`src/rtl/pipm_pkg.sv`:
```
// Package: constants, types and state encodings for the pulse interval power meter.
package pipm_pkg;

  // Register map
  localparam int unsigned REG_PPU = 0;

  // Field and datapath widths
  localparam int unsigned PPU_W  = 14;  // pulses-per-unit register
  localparam int unsigned IW     = 39;  // interval bits used by the divisor
  localparam int unsigned PW     = IW + PPU_W;  // interval * pulses_per_unit
  localparam int unsigned QW     = 39;  // rate quotient
  localparam int unsigned CNT_W  = 6;   // step counter of the serial unit

  localparam logic [PPU_W-1:0] PPU_RESET = PPU_W'(100);
  // 1000 ms/s * 3.6e6 J/kWh * 100 centiwatt/W
  localparam logic [QW-1:0]    RATE_NUM  = 39'd360000000000;

  typedef enum logic [1:0] {
    ST_IDLE,
    ST_CALC,
    ST_DONE
  } meter_state_e;

  typedef enum logic [1:0] {
    U_IDLE,
    U_MUL,
    U_DIV
  } unit_state_e;

  // Request to the serial rate unit
  typedef struct packed {
    logic             start;
    logic [IW-1:0]    ivl;
    logic [PPU_W-1:0] ppu;
  } rate_req_t;

  // Answer from the serial rate unit
  typedef struct packed {
    logic          done;
    logic [QW-1:0] quo;
  } rate_rsp_t;

endpackage

```
`src/rtl/pulse_interval_power_meter.sv`:
```
// Top level: pulse interval power meter with APB register and serial rate unit.
//
// Usage: each input beat on in_valid_i/in_ready_o carries the millisecond
// timestamp of one meter pulse edge. Each pulse gives exactly one output beat
// on out_valid_o/out_ready_i with the pulse number, interval, rate in
// hundredths of a watt, the indicator level before the pulse and the
// zero-interval flag. The first pulse after reset (or after the count wraps)
// gives no rate and leaves the stored timestamp alone.
// Flow: a first pulse needs no rate and goes on to the output register. Any
// other pulse is registered to start the rate unit, which multiplies the
// interval by pulses_per_unit bit-serially, then runs the restoring divide
// (one quotient bit per cycle); the selected rate and then the result are
// registered. The rate unit handles one pulse at a time and the input
// reopens once the result is registered, so no new pulse is taken while one
// is in flight. A new pulse is taken as soon as the last result sits in the
// output register, even while the receiver stalls; a further result then
// waits in the meter until the output register drains.
// Reset clears the stored timestamp, count and indicator, sets
// pulses_per_unit to 100 and empties the output. The register is written
// over APB at byte address 0.
module pulse_interval_power_meter
  import pipm_pkg::*;
#(
  parameter int unsigned STAMP_BITS = 32
) (
  input  logic        clk_i,
  input  logic        rst_ni,
  // APB register port
  input  logic        psel,
  input  logic        penable,
  input  logic        pwrite,
  input  logic [2:0]  paddr,
  input  logic [31:0] pwdata,
  output logic [31:0] prdata,
  output logic        pready,
  // Pulse input
  input  logic        in_valid_i,
  output logic        in_ready_o,
  input  logic [31:0] timestamp_ms_i,
  // Result output
  output logic        out_valid_o,
  input  logic        out_ready_i,
  output logic        rate_valid_o,
  output logic [31:0] pulse_number_o,
  output logic [31:0] interval_ms_o,
  output logic [38:0] rate_centi_o,
  output logic        indicator_o,
  output logic        zero_interval_o
);

  // Width that holds both a timestamp and the 32-bit input
  localparam int unsigned TW = (STAMP_BITS > 32) ? STAMP_BITS : 32;
  // Width that holds both the interval and the rate numerator
  localparam int unsigned CW = (STAMP_BITS > IW) ? STAMP_BITS : IW;

  meter_state_e          state_q, state_d;

  logic [PPU_W-1:0]      ppu_q;
  logic [STAMP_BITS-1:0] last_q;
  logic [31:0]           count_q;
  logic                  ind_q;

  // Per-pulse working values
  logic [STAMP_BITS-1:0] iv_q;
  logic [31:0]           pnum_q;
  logic                  pind_q;
  logic                  first_q;
  logic                  start_q;
  logic [QW-1:0]         prate_q;

  rate_req_t             req;
  rate_rsp_t             rsp;

  logic                  in_fire;
  logic                  out_free;
  logic                  cfg_wr;
  logic [TW-1:0]         ts_ext;
  logic [STAMP_BITS-1:0] now;
  logic [CW-1:0]         iv_ext;
  logic                  iv_zero;
  logic                  iv_big;
  logic [QW-1:0]         rate_sel;
  logic                  load_out;

  // ---------------------------------------------------------------------
  // Register port: single register, no wait states
  // ---------------------------------------------------------------------
  assign pready = 1'b1;
  assign cfg_wr = psel && penable && pwrite && (paddr[2] == 1'(REG_PPU));
  assign prdata = (paddr[2] == 1'(REG_PPU)) ? 32'(ppu_q) : '0;

  always_ff @(posedge clk_i or negedge rst_ni) begin
    if (!rst_ni) begin
      ppu_q <= PPU_RESET;
    end else if (cfg_wr) begin
      ppu_q <= pwdata[PPU_W-1:0];
    end
  end

  // ---------------------------------------------------------------------
  // Pulse intake: interval and meter state update at acceptance
  // ---------------------------------------------------------------------
  assign in_ready_o = (state_q == ST_IDLE);
  assign in_fire    = in_valid_i && in_ready_o;
  assign ts_ext     = TW'(timestamp_ms_i);
  assign now        = ts_ext[STAMP_BITS-1:0];

  always_ff @(posedge clk_i or negedge rst_ni) begin
    if (!rst_ni) begin
      last_q  <= '0;
      count_q <= '0;
      ind_q   <= 1'b0;
      start_q <= 1'b0;
      first_q <= 1'b0;
    end else begin
      start_q <= in_fire && (count_q != '0);
      if (in_fire) begin
        first_q <= (count_q == '0);
        count_q <= count_q + 32'd1;
        // A first pulse keeps the stored timestamp and the indicator
        if (count_q != '0) begin
          last_q <= now;
          ind_q  <= ~ind_q;
        end
      end
    end
  end

  // Hold the pulse's values until its result is reported
  always_ff @(posedge clk_i) begin
    if (in_fire) begin
      iv_q   <= now - last_q;
      pnum_q <= count_q;
      pind_q <= ind_q;
    end
  end

  // ---------------------------------------------------------------------
  // Serial rate unit
  // ---------------------------------------------------------------------
  assign iv_ext    = CW'(iv_q);
  assign req.start = start_q;
  assign req.ivl   = iv_ext[IW-1:0];
  assign req.ppu   = ppu_q;

  pipm_rate u_rate (
    .clk_i  (clk_i),
    .rst_ni (rst_ni),
    .req_i  (req),
    .rsp_o  (rsp)
  );

  // Saturate on a zero interval or zero divisor; drop to zero when the
  // interval alone already exceeds the numerator.
  assign iv_zero  = (iv_q == '0);
  assign iv_big   = (iv_ext > CW'(RATE_NUM));
  assign rate_sel = (iv_zero || (ppu_q == '0)) ? RATE_NUM :
                    iv_big                     ? '0       : rsp.quo;

  always_ff @(posedge clk_i) begin
    if (rsp.done) begin
      prate_q <= rate_sel;
    end
  end

  // ---------------------------------------------------------------------
  // Sequencer
  // ---------------------------------------------------------------------
  assign out_free = !out_valid_o || out_ready_i;

  always_comb begin
    state_d  = state_q;
    load_out = 1'b0;
    case (state_q)
      ST_IDLE: begin
        if (in_fire) begin
          state_d = (count_q == '0) ? ST_DONE : ST_CALC;
        end
      end
      ST_CALC: begin
        if (rsp.done) begin
          state_d = ST_DONE;
        end
      end
      ST_DONE: begin
        if (out_free) begin
          load_out = 1'b1;
          state_d  = ST_IDLE;
        end
      end
      default: state_d = ST_IDLE;
    endcase
  end

  always_ff @(posedge clk_i or negedge rst_ni) begin
    if (!rst_ni) begin
      state_q     <= ST_IDLE;
      out_valid_o <= 1'b0;
    end else begin
      state_q <= state_d;
      if (load_out) begin
        out_valid_o <= 1'b1;
      end else if (out_ready_i) begin
        out_valid_o <= 1'b0;
      end
    end
  end

  // Output register
  always_ff @(posedge clk_i) begin
    if (load_out) begin
      rate_valid_o    <= !first_q;
      pulse_number_o  <= pnum_q;
      indicator_o     <= pind_q;
      interval_ms_o   <= first_q ? '0 : iv_ext[31:0];
      rate_centi_o    <= first_q ? '0 : prate_q;
      zero_interval_o <= !first_q && iv_zero;
    end
  end

  // ---------------------------------------------------------------------
  // Assertions
  // ---------------------------------------------------------------------
  a_done_in_calc: assert property (@(posedge clk_i) disable iff (!rst_ni)
    rsp.done |-> (state_q == ST_CALC))
    else $error("rate unit finished outside the calculation phase");

  a_later_pulse_calcs: assert property (@(posedge clk_i) disable iff (!rst_ni)
    (in_fire && (count_q != '0)) |=> (state_q == ST_CALC) && start_q)
    else $error("later pulse did not start the rate unit");

  a_ind_toggles: assert property (@(posedge clk_i) disable iff (!rst_ni)
    (in_fire && (count_q != '0)) |=> (ind_q != $past(ind_q)))
    else $error("indicator did not toggle on a later pulse");

  a_first_no_rate: assert property (@(posedge clk_i) disable iff (!rst_ni)
    (out_valid_o && !rate_valid_o) |->
      ((rate_centi_o == '0) && (interval_ms_o == '0) && !zero_interval_o))
    else $error("first pulse carries a rate");

  a_zero_saturates: assert property (@(posedge clk_i) disable iff (!rst_ni)
    (out_valid_o && zero_interval_o) |-> (rate_centi_o == RATE_NUM))
    else $error("zero interval without saturated rate");

endmodule

```
`src/rtl/pipm_rate.sv`:
```
// Bit-serial multiply then restoring divide: RATE_NUM / (ivl * ppu).
module pipm_rate
  import pipm_pkg::*;
(
  input  logic      clk_i,
  input  logic      rst_ni,
  input  rate_req_t req_i,
  output rate_rsp_t rsp_o
);

  unit_state_e      state_q, state_d;
  logic [CNT_W-1:0] cnt_q, cnt_d;
  logic             done_q, done_d;
  logic [IW-1:0]    mcand_q, mcand_d;
  logic [PPU_W-1:0] mplr_q, mplr_d;
  logic [PW-1:0]    acc_q, acc_d;
  logic [PW-1:0]    rem_q, rem_d;
  logic [QW-1:0]    quo_q, quo_d;

  logic [PW:0]      trial;
  logic [PW:0]      diff;
  logic             ge;

  // One quotient bit per cycle
  assign trial = {rem_q, quo_q[QW-1]};
  assign diff  = trial - {1'b0, acc_q};
  assign ge    = (trial >= {1'b0, acc_q});

  always_comb begin
    state_d = state_q;
    cnt_d   = cnt_q;
    done_d  = 1'b0;
    mcand_d = mcand_q;
    mplr_d  = mplr_q;
    acc_d   = acc_q;
    rem_d   = rem_q;
    quo_d   = quo_q;
    case (state_q)
      U_IDLE: begin
        if (req_i.start) begin
          mcand_d = req_i.ivl;
          mplr_d  = req_i.ppu;
          acc_d   = '0;
          cnt_d   = CNT_W'(PPU_W - 1);
          state_d = U_MUL;
        end
      end
      U_MUL: begin
        // MSB first: shift the product and add the multiplicand
        acc_d  = {acc_q[PW-2:0], 1'b0} + (mplr_q[PPU_W-1] ? PW'(mcand_q) : '0);
        mplr_d = {mplr_q[PPU_W-2:0], 1'b0};
        if (cnt_q == '0) begin
          rem_d   = '0;
          quo_d   = RATE_NUM;
          cnt_d   = CNT_W'(QW - 1);
          state_d = U_DIV;
        end else begin
          cnt_d = cnt_q - 1'b1;
        end
      end
      U_DIV: begin
        rem_d = ge ? diff[PW-1:0] : trial[PW-1:0];
        quo_d = {quo_q[QW-2:0], ge};
        if (cnt_q == '0) begin
          done_d  = 1'b1;
          state_d = U_IDLE;
        end else begin
          cnt_d = cnt_q - 1'b1;
        end
      end
      default: state_d = U_IDLE;
    endcase
  end

  always_ff @(posedge clk_i or negedge rst_ni) begin
    if (!rst_ni) begin
      state_q <= U_IDLE;
      cnt_q   <= '0;
      done_q  <= 1'b0;
    end else begin
      state_q <= state_d;
      cnt_q   <= cnt_d;
      done_q  <= done_d;
    end
  end

  always_ff @(posedge clk_i) begin
    mcand_q <= mcand_d;
    mplr_q  <= mplr_d;
    acc_q   <= acc_d;
    rem_q   <= rem_d;
    quo_q   <= quo_d;
  end

  assign rsp_o.done = done_q;
  assign rsp_o.quo  = quo_q;

endmodule

```
`config.mk`:
```
export PLATFORM = sky130hd
export DESIGN_NAME = pulse_interval_power_meter
export DESIGN_NICKNAME = d
export VERILOG_FILES = /design/src/rtl/pipm_pkg.sv /design/src/rtl/pulse_interval_power_meter.sv /design/src/rtl/pipm_rate.sv
export SDC_FILE = /design/constraint.sdc
export NUM_CORES = 1
export LEC_CHECK = 0
export BUFFER_PORTS_ARGS = -buffer_cell sky130_fd_sc_hd__buf_4
export CAP_MARGIN = 40
export CORE_UTILIZATION = 60
export CTS_CLUSTER_DIAMETER = 60
export DETAILED_ROUTE_END_ITERATION = 8
export PLACE_DENSITY = 0.8
export SLEW_MARGIN = 20
export SYNTH_ARGS = -nofsm -noshare
export SYNTH_HDL_FRONTEND = slang
export SYNTH_SLANG_ARGS = --single-unit
export TNS_END_PERCENT = 50
```
`constraint.sdc`:
```
create_clock -name clk_i -period 10.7 [get_ports clk_i]
set_input_delay 2.675 -clock clk_i [delete_from_list [all_inputs] [get_ports clk_i]]
set_output_delay 2.675 -clock clk_i [all_outputs]
set_load 0.02 [all_outputs]
```
# Word-level counts from Yosys, hierarchy flattened
# Cells that the tools add are included.
totals:
  regBits: 494
  output_inout_bits: 141
  wordCells: 107
op_classes:
  n_addsub: 5
  order_cmp: 2
  n_eq_ne: 11
  muxes: 31
  n_bitwise: 2
  n_reduce_logical: 29
op_table:
  columns: ["op", "n"]
  rows:
  - ["case mux 53 bit (2 select lines)", 2]
  - ["two-way mux 53 bit", 3]
  - ["two-way mux 39 bit", 2]
  - ["case mux 39 bit (2 select lines)", 1]
  - ["logical NOT 32 bit", 2]
  - [">= comparator 54 x 53 -> 1 bit", 1]
  - ["adder 53 bit", 1]
  - ["subtractor 53 bit", 1]
  - ["greater-than comparator 32 x 39 -> 1 bit (second input constant)", 1]
  - ["adder 32 x 1 -> 32 bit (second input constant)", 1]
  - ["two-way mux 32 bit", 1]
  - ["nonzero test 32 bit", 1]
  - ["subtractor 32 bit", 1]
  - ["two-way mux 14 bit", 2]
  - ["case mux 14 bit (2 select lines)", 1]
  - ["two-way mux 6 bit", 3]
  - ["case mux 6 bit (3 select lines)", 1]
  - ["logical NOT 14 bit", 1]
  - ["two-way mux 2 bit", 7]
  - ["case mux 2 bit (3 select lines)", 2]
  - ["AND reduction 3 bit", 3]
  - ["inequality test 2 x 1 -> 1 bit (second input constant)", 4]
  - ["AND reduction 2 bit", 4]
  - ["logical AND 1 bit", 6]
  - ["13 further kinds", 28]

# Logic depth before layout (Yosys ltp)
# Gate-level depths: netlist (run 1).
logic_depth:
  word_depth: 5
  depth_mapped: 17
  mapped_depth_nobuf: 14

# Cells and area by module
# Synthesis (run 1) repeated with hierarchy kept, for this count alone.
unflattened:
  hier_cells: 2385
  area_unflattened_um2: 26837.0
by_module_without_submodules:
  columns: ["module", "n_inst", "cells_per_inst", "area_each_um2"]
  rows:
  - ["pipm_rate", 1, 1429, 14163.6]
  - ["pulse_interval_power_meter", 1, 956, 12673.4]

# Least setup slack after synthesis (run 1)
# OpenSTA, ideal clock, no wires.
synth_timing:
  path_kind: "register -> register"
  from: "register u_rate.state_q[1]"
  to: "register u_rate.quo_q[0] (enable)"
  setup_time_ns: 0.670
  arrival_time_ns: 7.444
  path_slack_ns: 2.587
  stages_incl_launch_ff: 6
  path_buffers: 2
  path_cell_list: "dfrtp_1 inv_1 ha_1 clkbuf_1 clkbuf_1 o21ai_0"
synth_via:
  elab_chain_cells: 3
  word_cells_on_any_way: 5
  cone_classes: "eq/ne: 3; reduce/logical: 2"
synth_rtl:
  columns: ["item", "line", "rtl"]
  rows:
  - ["from (decl)", "pipm_rate.sv:11", "unit_state_e state_q, state_d;"]
  - ["from (signal assigned)", "pipm_rate.sv:81", "state_q <= state_d;"]
  - ["equality test 2 x 1 -> 1 bit or equality test 2 bit (tied branches)", "pipm_rate.sv:38", "case (state_q)"]
  - ["inequality test 2 x 1 -> 1 bit (no line) or nonzero test 2 bit (tied branches)", null, null]
  - ["AND reduction 2 bit (no line) *", null, null]
  - ["to (signal assigned)", "pipm_rate.sv:92", "quo_q <= quo_d;"]
  - ["to (decl)", "pipm_rate.sv:18", "logic [QW-1:0] quo_q, quo_d;"]
# Every way passes the cells marked *; elsewhere a longest branch is shown, timed or not.
# A chain may end at the register's enable or synchronous reset.

# Final worst setup path (run 1)
layout_timing:
  from: "input paddr[2]"
  to: "output prdata[0]"
layout_via:
  elab_chain_cells: 1
layout_rtl:
  columns: ["item", "line", "rtl"]
  rows:
  - ["from (decl)", "pulse_interval_power_meter.sv:32", "input logic [2:0] paddr,"]
  - ["two-way mux 14 bit", "pulse_interval_power_meter.sv:90", "assign prdata = (paddr[2] == 1'(REG_PPU)) ? 32'(ppu_q) : '0;"]
  - ["to (decl)", "pulse_interval_power_meter.sv:34", "output logic [31:0] prdata,"]
# No other way between the ends.

==> results of run 1 <==
## state kept, by name, summed over array words and instances (netlist names), 39 cells and up
register      flops
prate_q          39
u_rate.acc_q     53
rate_centi_o     39
u_rate.rem_q     53
u_rate.quo_q     39
## per-stage QoR
step	cells	area (sq um)	setup slack (ps)	total power [W]
after floorplan	2263	25400	2590	0.00219
after global placement	2889	27100	4910	0.00223
after detailed placement	2891	27100	4850	0.00223
after CTS	2987	28900	4800	0.00409
after global routing	2990	29000	4800	0.00417
final	2990	29000	4800	0.00406
## layout make-up
class,instances,area [sq um],area share [%]
inverter,119,447,1.54
tap,532,666,2.30
clock buffer,66,1440,4.96
clock inverter,30,367,1.26
sequential,494,14400,49.6
multi-input combinational,1551,10200,35.1
timing repair buffer,198,1530,5.29
## routing by layer
metal	routed length, um	part of all wire, %	GRT usage [%]	vias up
met2	26000	48	41.7	516
li1	-	-	-	8392
met5	0	0	0	-
met4	1150	2.1	7.36	0
met1	23800	44	35.3	8521
met3	3550	6.5	3.99	82
## worst reg2reg max path, delay by kind of cell, from the launching register on
| family | cells | cell delay (ps) |
|---|---|---|
| DFF | 1 | 410 |
| buffers and inverters | 3 | 650 |
| AOI/OAI and AO/OA | 7 | 1670 |
| adders and majority gates | 2 | 480 |
| and+or+nand+nor | 3 | 840 |
## logic make-up (layout without fill, tap and decap cells)
logic type	count (synthesis)	in the layout
other	2	19
and+or+nand+nor	751	751
adders and majority gates	125	125
DFF	494	494
AOI/OAI and AO/OA	487	487
buffers and inverters	218	413
xor gates and xnor gates	141	141
muxes	28	28
## power by group through the flow
stage          clock network (W)  registers (W)  logic (W)
2_1_floorplan                  0        0.00212  0.0000691
3_3_place_gp                   0        0.00212   0.000104
3_5_place_dp                   0        0.00212   0.000109
4_1_cts                  0.00190        0.00208   0.000110
5_1_grt                  0.00197        0.00208   0.000119
6_report                 0.00187        0.00208   0.000110
## worst max-delay path by stage
stage                                  startpoint                             to  depth (start not counted)
detailed placement                       paddr[2]                      prdata[0]                          3
CTS                                      paddr[2]                      prdata[0]                          3
global placement                         paddr[2]                      prdata[1]                          3
finish                                   paddr[2]                      prdata[0]                          3
floorplan           u_rate.state_q[1]$_DFFE_PN0P_  u_rate.quo_q[0]$_SDFFCE_PN0P_                          5
global route                             paddr[2]                      prdata[0]                          3
## Yosys cell counts (8+ instances only)
cell	count
o211ai_1	11
dfrtp_1	90
nor2b_1	103
clkbuf_1	62
buf_4	19
or3_1	8
nor2_1	131
edfxtp_1	401
o21bai_1	19
and3_1	16
nand2b_1	39
a211oi_1	22
a21oi_1	174
nand4_1	38
buf_2	15
xnor2_1	98
nor4_1	22
nand2_1	196
ha_1	122
nor3_1	25
inv_1	118
mux2_2	27
a21o_1	56
o21a_1	22
o21ai_0	105
or2_2	10
xor2_1	43
a31oi_1	12
and2_1	93
nand3_1	47
==> reports/qor.yml, run 1 <==
status: "complete, no violations"
yosys.area_share.simple_pct: 15.2
cts_setup_buffers: 0
leakagePower_nw: 11.8
numPortBuffers: 175
die-area_sq_um: 43100
design.core.area_sq_um: 41300
min_from: "pnum_q[0]$_DFFE_PP_"
clk_pin_slew_ps: 60
layout_commonest_cell: "edfxtp_1"
synthArstFlopShare_pct: 18.8
cp_slowest_stage_delay_ps: 200
synth-compound-area-share_pct: 12.1
rsz0062_at_grt: "false"
cts.sinks: 494
p_comb_share_pct: 2.7
max_cap_viol_count: 0
cts_buffer_depth: 3
critPathBufInv: 2
gr-total-overflow: 0
synth_fa_ha_area_share_pct: 6.26
setup_viol: 0
drt_wl_total_um: 54500
wire_per_inst_um: 18.2
synth_seq_area_share_pct: 56.7
drc: 0
initial_utilization_pct: 61.4
fillers: 2827
layout.nets: 2615
gp_congestion: 0.943
synthFlopType: "edfxtp_1"
diodes: 0
finalCoreUtilization_pct: 70.2
viasPerCell: 5.86
track_usage_pct: 25.5
critPathSlowestCell: "nor2b_1"
fin_worst_skew_ps: 45.8
cp.arrival_ps: 3220
synth_edf_count: 401
path_cells: "buf_4 -> nor2b_1 -> buf_4"
cp-end-kind: "primary output"
layout-drive-gt1-share_pct: 14.0
holdWs_ps: 421
io-pin-count: 215
yosysWarnings: 0
syn_avg_cell_area_sq_um: 11.3
post-dp-hpwl_um: 37900
p_switching_w: 0.000848
synthXorXnorAreaFrac_pct: 4.87
holdBufCountCts: 0
die_w_um: 208
first_pass_iters: 7
layout_common_cells: "edfxtp_1, nand2_1, buf_4"
grt_pass1_wl_um: 88700
hold_path.class: "flip-flop to flip-flop"
worstSetupPathType: "primary input to primary output"
yosysTopAreaCell: "edfxtp_1"
cp_common_cell: "buf_4"
whs_endpoint: "pulse_number_o[0]$_DFFE_PP_"
clock.fmax_ghz: 0.170
final.setup.tns_ps: 0
critPathRequiredTime_ps: 8030
relSlewSlack_pct: 48.3
hold_violations: 0
cpLargestDelayFamily: "buffers and inverters"
period_share_pct: 55.1
p_int_w: 0.00321
cts_tree: "yes"
reg2reg_depth: 15
post-route-min-period_ps: 5900
cts_made_buffers: 52
timing.rr.start: "u_rate.quo_q[38]$_SDFFCE_PN1P_"
critPathLaunchType: "primary input"
rrSetupSlack_ps: 6460
grt_pass1_vias: 17023
ir_drop_v: 0.000129
synthTopCellsByArea: "edfxtp_1, dfrtp_1, ha_1"
drv_slew: 0
die_height_um: 208
synthesis.instances: 2246
htreeDepth: 2
synth_top_family_by_area: "simple AND/OR/NAND/NOR gates"
pwr-share-seq_pct: 51.3
synth_top_area_share_pct: 47.5
hold_depth: 0
cp_max_fo: 15
worstMarginPinSlew_ps: 775
clkPwrFrac_pct: 46.0
synthToLayoutAreaGrowth_pct: 14.3
vias: 17511
rows: 74
synth_mux_area_share_pct: 1.24
drtAntennaViolNets: 0
post_cts_resized: 0
synth_seq_cells: 494
powerDensity_nw_per_um2: 140
switching_share_pct: 20.9
timing.rr.end: "u_rate.rem_q[17]$_SDFFCE_PN0P_"
grt_max_degree: 68
clk_latency_ps: 630
clockRootBuffer: "clkbuf_16"
syn_area_sq_um: 25400
synthDistinctLibCells: 78
antenna_found_initial: 0
drt_iter0_markers: 1331
(Power assumes the default switching activity.)
==> inputs of run 2 (changes only) <==
Clock period 10.7 ns to 5.65 ns, I/O delays scaled along.
==> reports/qor.yml, run 2 (synthesis gave the netlist of run 1 again) <==
synthToLayoutAreaGrowth_pct: 14.1
hold_path.class: "flip-flop to flip-flop"
leakagePower_nw: 11.8  # -0.36%
final.setup.tns_ps: 0  # unchanged
path_cells: "and2_1 -> ha_1 -> a21o_1 -> a21o_1 -> a21oi_1 -> o21ai_1 -> nand3_1 -> a2111oi_1 -> o21ai_1 -> a2111oi_0 -> xnor2_1 -> nor2_1"
finalCoreUtilization_pct: 70.0  # -0.15 points
clk_pin_slew_ps: 60  # about the same
post-route-min-period_ps: 4320
holdWs_ps: 420  # -0.974 ps
layout_common_cells: "edfxtp_1, nand2_1, buf_4"
fin_worst_skew_ps: 15.2  # -30.5 ps
design.core.area_sq_um: 41300  # unchanged
cpLargestDelayFamily: "compound AO/OA/AOI/OAI gates"
final_cell_count_no_fill: 2988  # -0.067%
rows: 74  # unchanged
drt_wl_total_um: 55600  # +2.2%
cp_slowest_stage_delay_ps: 710  # +510 ps
viasPerCell: 5.88  # +0.38%
drc: 0  # unchanged
critPathBufInv: 0  # -2
layout.nets: 2612  # -0.11%
cp_max_fo: 32  # +17
worstMarginPinSlew_ps: 862  # +86.2 ps
diodes: 0  # unchanged
first_pass_iters: 6  # -1
final_cell_area_sq_um: 28900  # -0.22%
rrSetupSlack_ps: 1330  # -5130 ps
critPathRequiredTime_ps: 5980  # -2050 ps
worstSetupPathType: "flip-flop to flip-flop"
grt_max_degree: 81  # +19%
cp.arrival_ps: 4650  # +1430 ps
clk_latency_ps: 610  # -20 ps
drv_slew: 0  # unchanged
powerDensity_nw_per_um2: 263  # +87%
track_usage_pct: 25.8  # +0.32 points
placed_cell_area_sq_um: 27100  # -0.13%
clockRootBuffer: "clkbuf_16"
die_w_um: 208  # unchanged
post-dp-hpwl_um: 37800  # -0.16%
gr-total-overflow: 0  # unchanged
gp_congestion: 0.905  # -4.0%
ir_drop_v: 0.000252  # +96%
initial_utilization_pct: 61.4  # unchanged
cts.sinks: 494  # unchanged
numPortBuffers: 175  # unchanged
status: "complete, no violations"
setup_viol: 0  # unchanged
layout-drive-gt1-share_pct: 13.8  # -0.19 points
drtAntennaViolNets: 0  # unchanged
critPathLaunchType: "flip-flop"
dpl.cell_count: 2887  # -0.14%
cts_tree: "yes"
fillers: 2872  # +1.6%
wire_per_inst_um: 18.6  # +2.2%
cts_setup_buffers: 0  # unchanged
htreeDepth: 2  # unchanged
die-area_sq_um: 43100  # unchanged
top_regs: "u_rate.acc_q x53, u_rate.rem_q x53"
cts_made_buffers: 51  # -1.9%
relSlewSlack_pct: 42.2  # -6.1 points
holdBufCountCts: 0  # unchanged
cp-end-kind: "flip-flop"
antenna_found_initial: 0  # unchanged
rsz0062_at_grt: "false"
post_cts_resized: 0  # unchanged
period_share_pct: 76.4
max_cap_viol_count: 0  # unchanged
io-pin-count: 215  # unchanged
die_height_um: 208  # unchanged
drt_iter0_markers: 1489  # +12%
hold_violations: 0  # unchanged
critPathSlowestCell: "a2111oi_1"
clock.fmax_ghz: 0.232
grt_pass1_vias: 17229  # +1.2%
layout_commonest_cell: "edfxtp_1"
vias: 17566  # +0.31%
cts_buffer_depth: 3  # unchanged
grt_pass1_wl_um: 89600  # +0.93%
==> run 2: path summary, 6_finish.rpt <==
| path | start | endpoint | cells after the start |
|---|---|---|---|
| worst max register to register | u_rate.mplr_q[13]$_DFFE_PP_ | u_rate.acc_q[48]$_SDFFCE_PN0P_ | 12 |
| min in group asynchronous | rst_ni | last_q[6]$_DFFE_PN0P_ | 1 |
| worst min-delay path | pnum_q[22]$_DFFE_PP_ | pulse_number_o[22]$_DFFE_PP_ | 0 |
| worst min register to register | pnum_q[22]$_DFFE_PP_ | pulse_number_o[22]$_DFFE_PP_ | 0 |
| worst max-delay path | u_rate.mplr_q[13]$_DFFE_PP_ | u_rate.acc_q[48]$_SDFFCE_PN0P_ | 12 |
| max in group asynchronous | rst_ni | first_q$_DFFE_PN0P_ | 3 |
==> run 2: area by class of cell <==
class                   count  area [sq um]  area share, %
clock inverters            30           359           1.24
clock buffers              66          1360           4.71
multi-input cells        1551         10200           35.2
well taps                 532           666           2.30
repair buffers            196          1550           5.35
flip-flops and latches    494         14400           49.7
inverters                 119           447           1.54
==> run 2: where the power goes <==
group	internal [W]	switching, W	total (W)	leakage [nW]
logic	0.000104	0.000104	0.000208	6.61
registers	0.00392	0.0000230	0.00395	4.32
clock network	0.00200	0.00144	0.00344	0.833
total	0.00603	0.00157	0.00760	11.8
==> run 2: layer usage <==
metal	wire [um]	share of wire, %	track usage (%)
met5	0	0	0
met4	1290	2.3	8.39
met3	3830	6.9	4.60
met1	23900	43	35.1
met2	26600	48	42.1
==> run 2: per-stage QoR <==
| step | setup WS, ps | total power, W |
|---|---|---|
| finish | 1330 | 0.00760 |
| global route | 1080 | 0.00780 |
| CTS | 1390 | 0.00765 |
| detailed placement | 1190 | 0.00423 |
| global placement | 1240 | 0.00422 |
| floorplan | 28.7 | 0.00414 |
==> run 2: worst register-to-register path, cell delays in order, from the launching register on <==
cell and delay (ps):
edfxtp_1 700, and2_1 320, ha_1 290, a21o_1 110, a21o_1 160, a21oi_1 140, o21ai_1 180, nand3_1 160
a2111oi_1 710, o21ai_1 360, a2111oi_0 690, xnor2_1 190, nor2_1 50
==> inputs of run 3 (changes only) <==
Clock period 5.65 ns to 4.1 ns, I/O delays scaled along.
==> reports/qor.yml, run 3 (synthesis gave the netlist of run 1 again) <==
numPortBuffers: 175  # unchanged
whs_endpoint: "pulse_number_o[11]$_DFFE_PP_"
layout_common_cells: "edfxtp_1, buf_4, nand2_1"
cts_buffer_depth: 3  # unchanged
drt_iter0_markers: 1277  # -14%
layout.nets: 2620  # +0.31%
cp.arrival_ps: 4190  # -460 ps
die-area_sq_um: 43100  # unchanged
status: "complete, no violations"
hold_path.class: "flip-flop to flip-flop"
critPathRequiredTime_ps: 4430  # -1550 ps
final_cell_area_sq_um: 28900  # -0.16%
grt_pass1_wl_um: 88500  # -1.2%
clk_latency_ps: 600  # about the same
reg2reg_depth: 13  # +1
post-route-min-period_ps: 3860  # -460 ps
post_cts_resized: 0  # unchanged
critPathBufInv: 0  # unchanged
clockRootBuffer: "clkbuf_16"
seqCellArea_sq_um: 14400  # unchanged
ir_drop_v: 0.000323  # +28%
design.core.area_sq_um: 41300  # unchanged
drt_wl_total_um: 54600  # -1.8%
drtAntennaViolNets: 0  # unchanged
drv_slew: 0  # unchanged
fillers: 2897  # +0.87%
rrSetupSlack_ps: 240  # -1090 ps
cp_slowest_stage_delay_ps: 520  # -190 ps
period_share_pct: 94.1  # +18 points
worstMarginPinSlew_ps: 773  # -88.2 ps
cpLargestDelayFamily: "compound AO/OA/AOI/OAI gates"
vias: 17613  # +0.27%
cp-end-kind: "flip-flop"
cp_common_cell: "a31oi_1"
rows: 74  # unchanged
top_regs: "u_rate.acc_q x53, u_rate.rem_q x53"
clk_pin_slew_ps: 60  # about the same
holdWs_ps: 418  # -2.28 ps
die_height_um: 208  # unchanged
htreeDepth: 2  # unchanged
path_cells: "and2_1 -> ha_1 -> fa_1 -> a21o_1 -> a21oi_1 -> o21ai_0 -> a31oi_1 -> o21bai_2 -> a31oi_1 -> nor4_4 -> o211ai_1 -> xnor2_1 -> nor2_1"
critPathLaunchType: "flip-flop"
critPathSlowestCell: "edfxtp_1"
clock.fmax_ghz: 0.259  # +12%
post-dp-hpwl_um: 38200  # +0.91%
first_pass_iters: 6  # unchanged
hold_depth: 0  # unchanged
grt_pass1_vias: 17214  # -0.087%
worstSetupPathType: "flip-flop to flip-flop"
cts_made_buffers: 52  # +2.0%
min_from: "pnum_q[11]$_DFFE_PP_"
drc: 0  # unchanged
antenna_found_initial: 0  # unchanged
viasPerCell: 5.88  # about the same
multi_input_area_sq_um: 10200  # unchanged
hold_violations: 0  # unchanged
cts_tree: "yes"
setup_viol: 0  # unchanged
rsz0062_at_grt: "false"
track_usage_pct: 25.4  # -0.42 points
initial_utilization_pct: 61.4  # unchanged
synthToLayoutAreaGrowth_pct: 13.9
diodes: 0  # unchanged
io-pin-count: 215  # unchanged
placed_cell_area_sq_um: 27200  # +0.49%
gr-total-overflow: 0  # unchanged
max_cap_viol_count: 0  # unchanged
fin_worst_skew_ps: 30.4  # +15.2 ps
cp_max_fo: 12  # -63%
timing.rr.end: "u_rate.acc_q[49]$_SDFFCE_PN0P_"
leakagePower_nw: 11.7  # -0.16%
timing.rr.start: "u_rate.mplr_q[13]$_DFFE_PP_"
layout_commonest_cell: "edfxtp_1"
grt_max_degree: 60  # -26%
cts_setup_buffers: 0  # unchanged
cts.sinks: 494  # unchanged
gp_congestion: 0.941  # +4.0%
relSlewSlack_pct: 48.4  # +6.2 points
layout-drive-gt1-share_pct: 13.8  # -0.045 points
holdBufCountCts: 0  # unchanged
powerDensity_nw_per_um2: 355  # +35%
die_w_um: 208  # unchanged
wire_per_inst_um: 18.2  # -2.1%
-- run 3: cell types whose count changed in the layout (fill, tap and decap cells not counted), moves of 3 or more --
cell / previous run / this run
buf_4: 191 / 196
clkinv_1: 8 / 13
buf_12: 1 / 4
clkbuf_8: 3 / 0
clkbuf_1: 12 / 15
-- run 3: worst register-to-register path, cell delays in order, from the launching register on --
cell	delay, ps
edfxtp_1	520
and2_1	200
ha_1	200
fa_1	410
a21o_1	170
a21oi_1	290
o21ai_0	230
a31oi_1	380
o21bai_2	170
a31oi_1	380
nor4_4	150
o211ai_1	270
xnor2_1	160
nor2_1	70
-- run 3: power breakdown --
group	switching [W]	leakage, nW	total [W]	internal (W)
registers	0.0000297	4.32	0.00544	0.00541
clock network	0.00194	0.783	0.00454	0.00260
logic	0.000144	6.65	0.000286	0.000142
-- run 3: layer usage --
metal	GRT usage [%]	wire length (um)	up-vias
met4	8.62	1470	0
li1	-	-	8392
met3	4.25	3670	100
met1	35.1	24000	8548
met5	0	0	-
met2	40.9	25500	573
-- run 3: final cells by class --
cell class              count  share of cell area (%)
flip-flops and latches    494                    49.8
multi-input cells        1551                    35.2
repair buffers            203                    5.52
clock buffers              67                    4.70
well taps                 532                    2.31
inverters                 119                    1.55
clock inverters            30                   0.932
-- run 3: through the flow --
step / std cells / setup slack [ps] / util, % / TNS [ps] / total power, W
finish: 2996 / 241 / 69.9 / 0 / 0.0103
global route: 2996 / 41.5 / 69.9 / 0 / 0.0105
CTS: 2994 / 233 / 69.9 / 0 / 0.0103
detailed placement: 2897 / 139 / 65.9 / 0 / 0.00583
global placement: 2896 / 208 / 65.9 / 0 / 0.00582
floorplan: 2263 / -695 / - / -64100 / 0.00571
-- run 3: how the worst max path moves through the flow --
stage                                         from                        endpoint  slack, ps  cells past startpoint
floorplan            u_rate.state_q[1]$_DFFE_PN0P_   u_rate.acc_q[0]$_SDFFCE_PN0P_       -700                      6
CTS                    u_rate.mplr_q[13]$_DFFE_PP_  u_rate.acc_q[52]$_SDFFCE_PN0P_        230                     13
global route        u_rate.quo_q[38]$_SDFFCE_PN1P_  u_rate.rem_q[16]$_SDFFCE_PN0P_         40                     15
finish                 u_rate.mplr_q[13]$_DFFE_PP_  u_rate.acc_q[49]$_SDFFCE_PN0P_        240                     13
detailed placement               timestamp_ms_i[6]              iv_q[29]$_DFFE_PP_        140                     12
global placement                 timestamp_ms_i[6]              iv_q[29]$_DFFE_PP_        210                     12
